`config.mk`:
```
export PLATFORM = sky130hd
export DESIGN_NAME = slmt_morph
export DESIGN_NICKNAME = d
export VERILOG_FILES = /design/src/design/assert_macros.svh /design/src/design/slmt_pkg.sv /design/src/design/slmt_morph.sv
export SDC_FILE = /design/constraint.sdc
export NUM_CORES = 1
export LEC_CHECK = 0
export BUFFER_PORTS_ARGS = -buffer_cell sky130_fd_sc_hd__buf_4
export CAP_MARGIN = 25
export CORE_ASPECT_RATIO = 0.9
export CORE_MARGIN = 2
export CORE_UTILIZATION = 40
export DETAILED_ROUTE_END_ITERATION = 6
export SYNTH_ARGS = -nofsm -noshare
export SYNTH_HDL_FRONTEND = slang
export SYNTH_SLANG_ARGS = --single-unit
```
`constraint.sdc`:
```
create_clock -name clk -period 6.33 [get_ports clk]
set_input_delay 0.9495 -clock clk [delete_from_list [all_inputs] [get_ports clk]]
set_output_delay 0.9495 -clock clk [all_outputs]
set_load 0.02 [all_outputs]
```
`src/design/assert_macros.svh`:
```
// Assertion macros shared by the scene lock morph table RTL.
// Each macro expects clk and rst_n in the scope where it is used.
`ifndef ASSERT_MACROS_SVH
`define ASSERT_MACROS_SVH

// Consequent must hold in the same cycle as the antecedent.
`define SLMT_ASSERT_SAME(lbl, ante, cons) \
  lbl: assert property (@(posedge clk) disable iff (!rst_n) (ante) |-> (cons)) \
    else $error("slmt: same-cycle check failed");

// Consequent must hold in the cycle after the antecedent.
`define SLMT_ASSERT_NEXT(lbl, ante, cons) \
  lbl: assert property (@(posedge clk) disable iff (!rst_n) (ante) |=> (cons)) \
    else $error("slmt: next-cycle check failed");

`endif

```
`src/design/slmt_pkg.sv`:
```
// Shared types and constants for the scene lock morph table.
// No dependencies; slmt_morph and scene_lock_morph_table_unit import this package.
package slmt_pkg;

  localparam int SCENE_W    = 4;
  localparam int ADDR_W     = 11;
  localparam int ADDRS      = 2048;
  localparam int VAL_W      = 7;
  localparam int ENTRY_W    = 8;
  localparam int CNT_W      = 12;
  localparam int CFG_IDX_W  = 3;
  localparam int CFG_DATA_W = 7;

  localparam logic [7:0] NV_MAX = 8'd127;

  // Rounded division by 127 done as floor((num + 63) * DIV_MULT / 2^DIV_SHIFT).
  localparam logic [6:0]  ROUND_BIAS = 7'd63;
  localparam logic [14:0] DIV_MULT   = 15'd16514;
  localparam int          DIV_SHIFT  = 21;

  localparam logic [CFG_IDX_W-1:0] CFG_SCENE_A = 3'd0;
  localparam logic [CFG_IDX_W-1:0] CFG_SCENE_B = 3'd1;
  localparam logic [CFG_IDX_W-1:0] CFG_MUTE_A  = 3'd2;
  localparam logic [CFG_IDX_W-1:0] CFG_MUTE_B  = 3'd3;
  localparam logic [CFG_IDX_W-1:0] CFG_FADER   = 3'd4;

  typedef enum logic [2:0] {
    ACT_SETLOCK    = 3'd0,
    ACT_CLEARLOCK  = 3'd1,
    ACT_CLEARSCENE = 3'd2,
    ACT_SETBASE    = 3'd3,
    ACT_GETBASE    = 3'd4,
    ACT_GETLOCK    = 3'd5,
    ACT_MORPH      = 3'd6,
    ACT_HASLOCKS   = 3'd7
  } action_t;

  typedef enum logic [2:0] {
    S_INIT,
    S_IDLE,
    S_EXEC,
    S_MORPH_B,
    S_MORPH_Q,
    S_SWEEP
  } state_t;

  typedef struct packed {
    action_t              action;
    logic [SCENE_W-1:0]   scene;
    logic [3:0]           track;
    logic [3:0]           page;
    logic [2:0]           param_slot;
    logic [7:0]           new_value;
    logic [VAL_W-1:0]     base_in;
  } in_t;

  typedef struct packed {
    logic             ok;
    logic             found;
    logic [VAL_W-1:0] result_value;
  } out_t;

endpackage

```
`src/design/slmt_morph.sv`:
```
// Two-stage morph datapath: interpolation product, then rounded divide by 127.
// Depends on slmt_pkg for widths and the reciprocal constants.
module slmt_morph (
  input  logic                      clk,
  input  logic                      stage_en,
  input  logic [slmt_pkg::VAL_W-1:0] side_a,
  input  logic [slmt_pkg::VAL_W-1:0] side_b,
  input  logic [slmt_pkg::VAL_W-1:0] fader,
  output logic [slmt_pkg::VAL_W-1:0] result
);
  import slmt_pkg::*;

  logic signed [7:0]  diff;
  logic signed [15:0] prod;
  logic [VAL_W-1:0]   a_r;
  logic signed [15:0] prod_r;
  logic [13:0]        a127;
  logic signed [15:0] num_s;
  logic [28:0]        quot_full;

  assign diff = $signed({1'b0, side_b}) - $signed({1'b0, side_a});
  assign prod = diff * $signed({1'b0, fader});

  always_ff @(posedge clk) begin
    if (stage_en) begin
      a_r    <= side_a;
      prod_r <= prod;
    end
  end

  // The interpolated numerator lies in 0..127*127, so after the rounding bias
  // it fits in 14 unsigned bits and the reciprocal product is exact.
  assign a127      = {a_r, 7'd0} - {7'd0, a_r};
  assign num_s     = $signed({2'b00, a127}) + prod_r + $signed({9'd0, ROUND_BIAS});
  assign quot_full = num_s[13:0] * DIV_MULT;
  assign result    = quot_full[DIV_SHIFT +: VAL_W];

endmodule

```
# Yosys cells after proc, flatten, opt, wreduce, memory -nomap -nowiden
# Index checks and enable logic that the tools add are counted.
dict set report classes {
  n_addsub 4
  mul 2
}
# op count
set ops {}
lappend ops {{$mul A14 B14 Y27 const B} 1}
lappend ops {{$add A14 B14 Y14} 1}
lappend ops {{$add A14 B7 Y14 const B} 1}
lappend ops {{$mul A8 B8 Y14} 1}
lappend ops {{$sub A14 B7 Y14} 1}
lappend ops {{$sub A7 B7 Y8} 1}
dict set report totals {
  reg_bits 21
  input_bits 23
  wordCells 8
}

# Longest topological paths before layout
dict set report depth {
  depth_word 4
  mapped_depth 24
  ltp_nobuf 24
}

# Worst setup path before layout
# Ideal clock, no wire load.
dict set report synth_timing {
  kind {input to register}
  startpoint {input port side_a[1] in the netlist's numbering}
  endpoint {register prod_r[13], data pin}
  setup_ns 0.261
  arrival_time_ns 5.592
  required_time_ns 6.069
  slack_ns 0.477
  path_stages 23
  path_buffers 0
  cell_sequence {inv_1 ha_1 nor2b_1 o21ai_0 a21boi_0 o21ai_0 nor2b_1 xnor2_1 nand2_1 fa_1 fa_1 inv_1 fa_1 inv_1 fa_1 inv_1 ha_1 a21boi_0 o21ai_0 nand2b_1 a31oi_1 o21ai_0 xnor2_1}
}
dict set report synth_between {
  elab_chain_cells 2
}
# item line_no
set synth_lines {}
lappend synth_lines {{from (decl)} slmt_morph.sv:6} ;# input logic [slmt_pkg::VAL_W-1:0] side_a,
lappend synth_lines {{$sub A7 B7 Y8} slmt_morph.sv:21} ;# assign diff = $signed({1'b0, side_b}) - $signed({1'b0, side_a});
lappend synth_lines {{$mul A8 B8 Y14} slmt_morph.sv:22} ;# assign prod = diff * $signed({1'b0, fader});
lappend synth_lines {{via prod[13]} slmt_morph.sv:14} ;# logic signed [15:0] prod;
lappend synth_lines {{to (signal assigned)} slmt_morph.sv:27} ;# prod_r <= prod;
lappend synth_lines {{to (decl)} slmt_morph.sv:16} ;# logic signed [15:0] prod_r;
# The timed path passes the listed nets, and every way through them passes these cells.
# A chain may end at the register's enable or synchronous reset.

# Worst setup path after layout
dict set report layout_timing {
  startpoint {register a_r[1]}
  endpoint {output port result[6] in the netlist's numbering}
}
dict set report layout_between {
  elab_chain_cells 4
}
# item line_no
set layout_lines {}
lappend layout_lines {{from (decl)} slmt_morph.sv:15} ;# logic [VAL_W-1:0] a_r;
lappend layout_lines {{from (signal assigned)} slmt_morph.sv:26} ;# a_r <= side_a;
lappend layout_lines {{$sub A14 B7 Y14} slmt_morph.sv:33} ;# assign a127 = {a_r, 7'd0} - {7'd0, a_r};
lappend layout_lines {{$add A14 B14 Y14} slmt_morph.sv:34} ;# assign num_s = $signed({2'b00, a127}) + prod_r + $signed({9'd0, ROUND_BIAS});
lappend layout_lines {{$add A14 B7 Y14} slmt_morph.sv:34}
lappend layout_lines {{$mul A14 B14 Y27} slmt_morph.sv:35} ;# assign quot_full = num_s[13:0] * DIV_MULT;
lappend layout_lines {{to (decl)} slmt_morph.sv:9} ;# output logic [slmt_pkg::VAL_W-1:0] result
# No other way between the ends.

==> out/results.txt <==
Routed Antenna Nets -> 0
Detailed Route WL -> 9750 um
Boundary Pins -> 30
Complex-gate fraction of the synthesized area -> 9.87%
Multiplexer share of the synthesized area -> 0%
Flip-flop and latch count after synthesis -> 21
Initial DRC Count -> 125
Combinational family with the most area after synthesis -> adder cells
Element type at the critical path end -> output pin
Final worst-path setup slack -> 228 ps
Synthesized instance count -> 513
Xor-xnor portion of the synthesized cell area -> 7.96%
Number of enable-type register cells in the synthesized netlist -> 21
Count of distinct cell types in the synthesized netlist -> 45
Die width -> 118 um
Share of synthesized cell area in full adder, half adder and majority cells -> 46.1%
Initial standard-cell utilization of the core -> 41.1%
Shortest period the worst path allows -> 6100 ps
Net count of the mapped netlist -> 684
Clock-pin slew reported for the worst setup and hold paths after clock tree synthesis -> 60 ps
Vias per std cell -> 4.84
Kind of critical path -> flip-flop to output pin
Total count of hold-check failures in the final report -> 0
Layout Area Growth over Synthesis -> 18.8%
Number of antenna violations at the first check in global routing -> 0
Count of buffers inserted at the top-level ports -> 29
Total die area -> 12700 sq um
Hold Path Class -> input pin to flip-flop
Biggest fanout along the worst timing path -> 3
Fraction of final layout cells sized beyond drive strength 1 -> 18.2%
Most used cells in the layout excluding fill and tap cells -> sky130_fd_sc_hd__inv_1 (113), sky130_fd_sc_hd__ha_1 (92), sky130_fd_sc_hd__buf_4 (45)
Antenna cell count -> 0
Max-slew headroom -> 63.6%
First-pass GRT wire length -> 16500 um
Max-Cap Viols -> 0
Standard cell core area -> 11500 sq um
Required time at the worst-slack endpoint -> 5380 ps
Simple-gate area share of the yosys netlist -> 13.1%
Fin nets -> 733
Mean post-synth cell area -> 9.19 sq um
Placed insts -> 709
Max-slew violation count -> 0
Number of H-tree levels -> 1
Number of cells in the finished layout apart from fillers -> 717
Slew at the pin closest to its max-slew limit -> 546 ps
Proportion of register bits with asynchronous set or reset after synthesis -> 0%
Final cycle utilization of the critical path -> 96.4%
Pin count of the biggest net entering global routing -> 22
Detailed Routing Iterations Pass 1 -> 4
Crit path arrival time -> 5150 ps
Highest attainable clock frequency -> 164 MHz
Outcome -> complete, no violations
Die Height -> 107 um
Post-detailed-route DRC marker count -> 0
Worst Setup Slack post-DPL -> -3.23 ps
CP startpoint kind -> flip-flop
Cell at the root of the clock tree -> sky130_fd_sc_hd__clkbuf_16
Number of buffers inserted during clock tree synthesis -> 3
HPWL Detailed -> 8380 um
Detailed-route wire length per cell -> 13.6 um
Most numerous cell on the critical path -> sky130_fd_sc_hd__ha_4
Share of synthesized area occupied by flip-flops and latches -> 13.4%
Total number of placement rows -> 37
Count of hold buffers inserted by post-cts repair -> 0
Post-synthesis cell area -> 4710 sq um
Commonest non-fill, non-tap cell in the layout -> sky130_fd_sc_hd__inv_1
Slowest CP cell -> sky130_fd_sc_hd__fa_2
Vias in the first global route -> 3441
Clock tree buffer depth -> 2
Final estimated routing congestion in global placement -> 0.849
Via total after detailed routing -> 3470
TritonCTS clock tree -> built
Number of setup violations in the final report -> 0
Filler instances -> 1143
GRT Total Usage -> 16.0%
Longest individual stage delay on the worst path -> 370 ps
Synth Flop Type -> sky130_fd_sc_hd__edfxtp_1
CTS sink cnt -> 21
Total number of yosys warnings -> 0
Remaining global-route overflow -> 0
[cell families after synthesis]
| kind of cell | after synthesis |
|---|---|
| AO/OA/AOI/OAI | 63 |
| XOR/XNOR | 42 |
| adder cells (fa/ha/maj) | 148 |
| buffers and inverters | 118 |
| flip-flops | 21 |
| AND/OR/NAND/NOR | 121 |
[routing by layer]
layer / GRT usage, % / vias up / share of wire, % / routed length (um)
met5: 0 / - / 0 / 0
met4: 2.13 / 0 / 0.92 / 90
met3: 2.77 / 8 / 2.9 / 278
met2: 25.1 / 32 / 45 / 4440
met1: 23.8 / 1674 / 51 / 4950
li1: - / 1756 / - / -
[repair_timing]
action                     4_1_cts  5_1_grt
buffers inserted                 1        3
pin swaps                        5       16
resized for setup               10       38
setup endpoints to repair        4        7
cloned                           0        0
[metrics by stage]
step | util, % | TNS [ps] | hold WS, ps | area, sq um
after floorplan | - | 0 | 1050 | 4710
after global placement | 45.3 | 0 | 1140 | 5210
after detailed placement | 45.3 | -3.23 | 1140 | 5210
after CTS | 46.4 | 0 | 882 | 5330
after global routing | 48.8 | -49.3 | 877 | 5600
final | 48.8 | 0 | 883 | 5600
[sequential cells by signal, summed over array words and instances (netlist names)]
signal	count
a_r	7
prod_r	14
[synth_stat cells (all sizes together) (3+ instances only)]
cell | count | area [sq um]
nor2b | 17 | 106
nand2 | 40 | 153
o21ai | 17 | 88.8
a21oi | 15 | 78.8
nor2 | 14 | 55.1
edfxtp | 21 | 631
fa | 43 | 861
ha | 105 | 1310
nand2b | 4 | 25.0
a21boi | 3 | 26.3
xnor2 | 30 | 270
inv | 117 | 439
o21a | 3 | 22.5
and2 | 26 | 164
nand3 | 7 | 35.0
xor2 | 12 | 105
nor3 | 9 | 50.1
o21bai | 3 | 22.5
a21o | 7 | 53.8
[final cells by class]
| class | count | area (sq um) | area share, % |
|---|---|---|---|
| tap | 156 | 195 | 3.49 |
| timing repair buffer | 45 | 338 | 6.03 |
| inverter | 117 | 439 | 7.84 |
| multi-input combinational | 374 | 3920 | 70.0 |
| clock buffer | 4 | 78.8 | 1.41 |
| sequential | 21 | 631 | 11.3 |
[worst max-delay path: cells and delay by family (launching register included)]
family | cells | cell delay [ps]
buffers and inverters | 3 | 270
xor gates and xnor gates | 2 | 290
AOI/OAI and AO/OA | 6 | 1000
DFF | 1 | 340
adders and majority gates | 8 | 2230
and+or+nand+nor | 6 | 770
[worst paths after layout]
check | from | end | slack, ps | depth (start not counted)
min | side_a[4] | a_r[4]$_DFFE_PP_ | 880 | 1
max | a_r[1]$_DFFE_PP_ | result[6] | 230 | 25
Power is not shown: default switching activity piles up to over one toggle a cycle in this logic, so the estimate is an artifact.
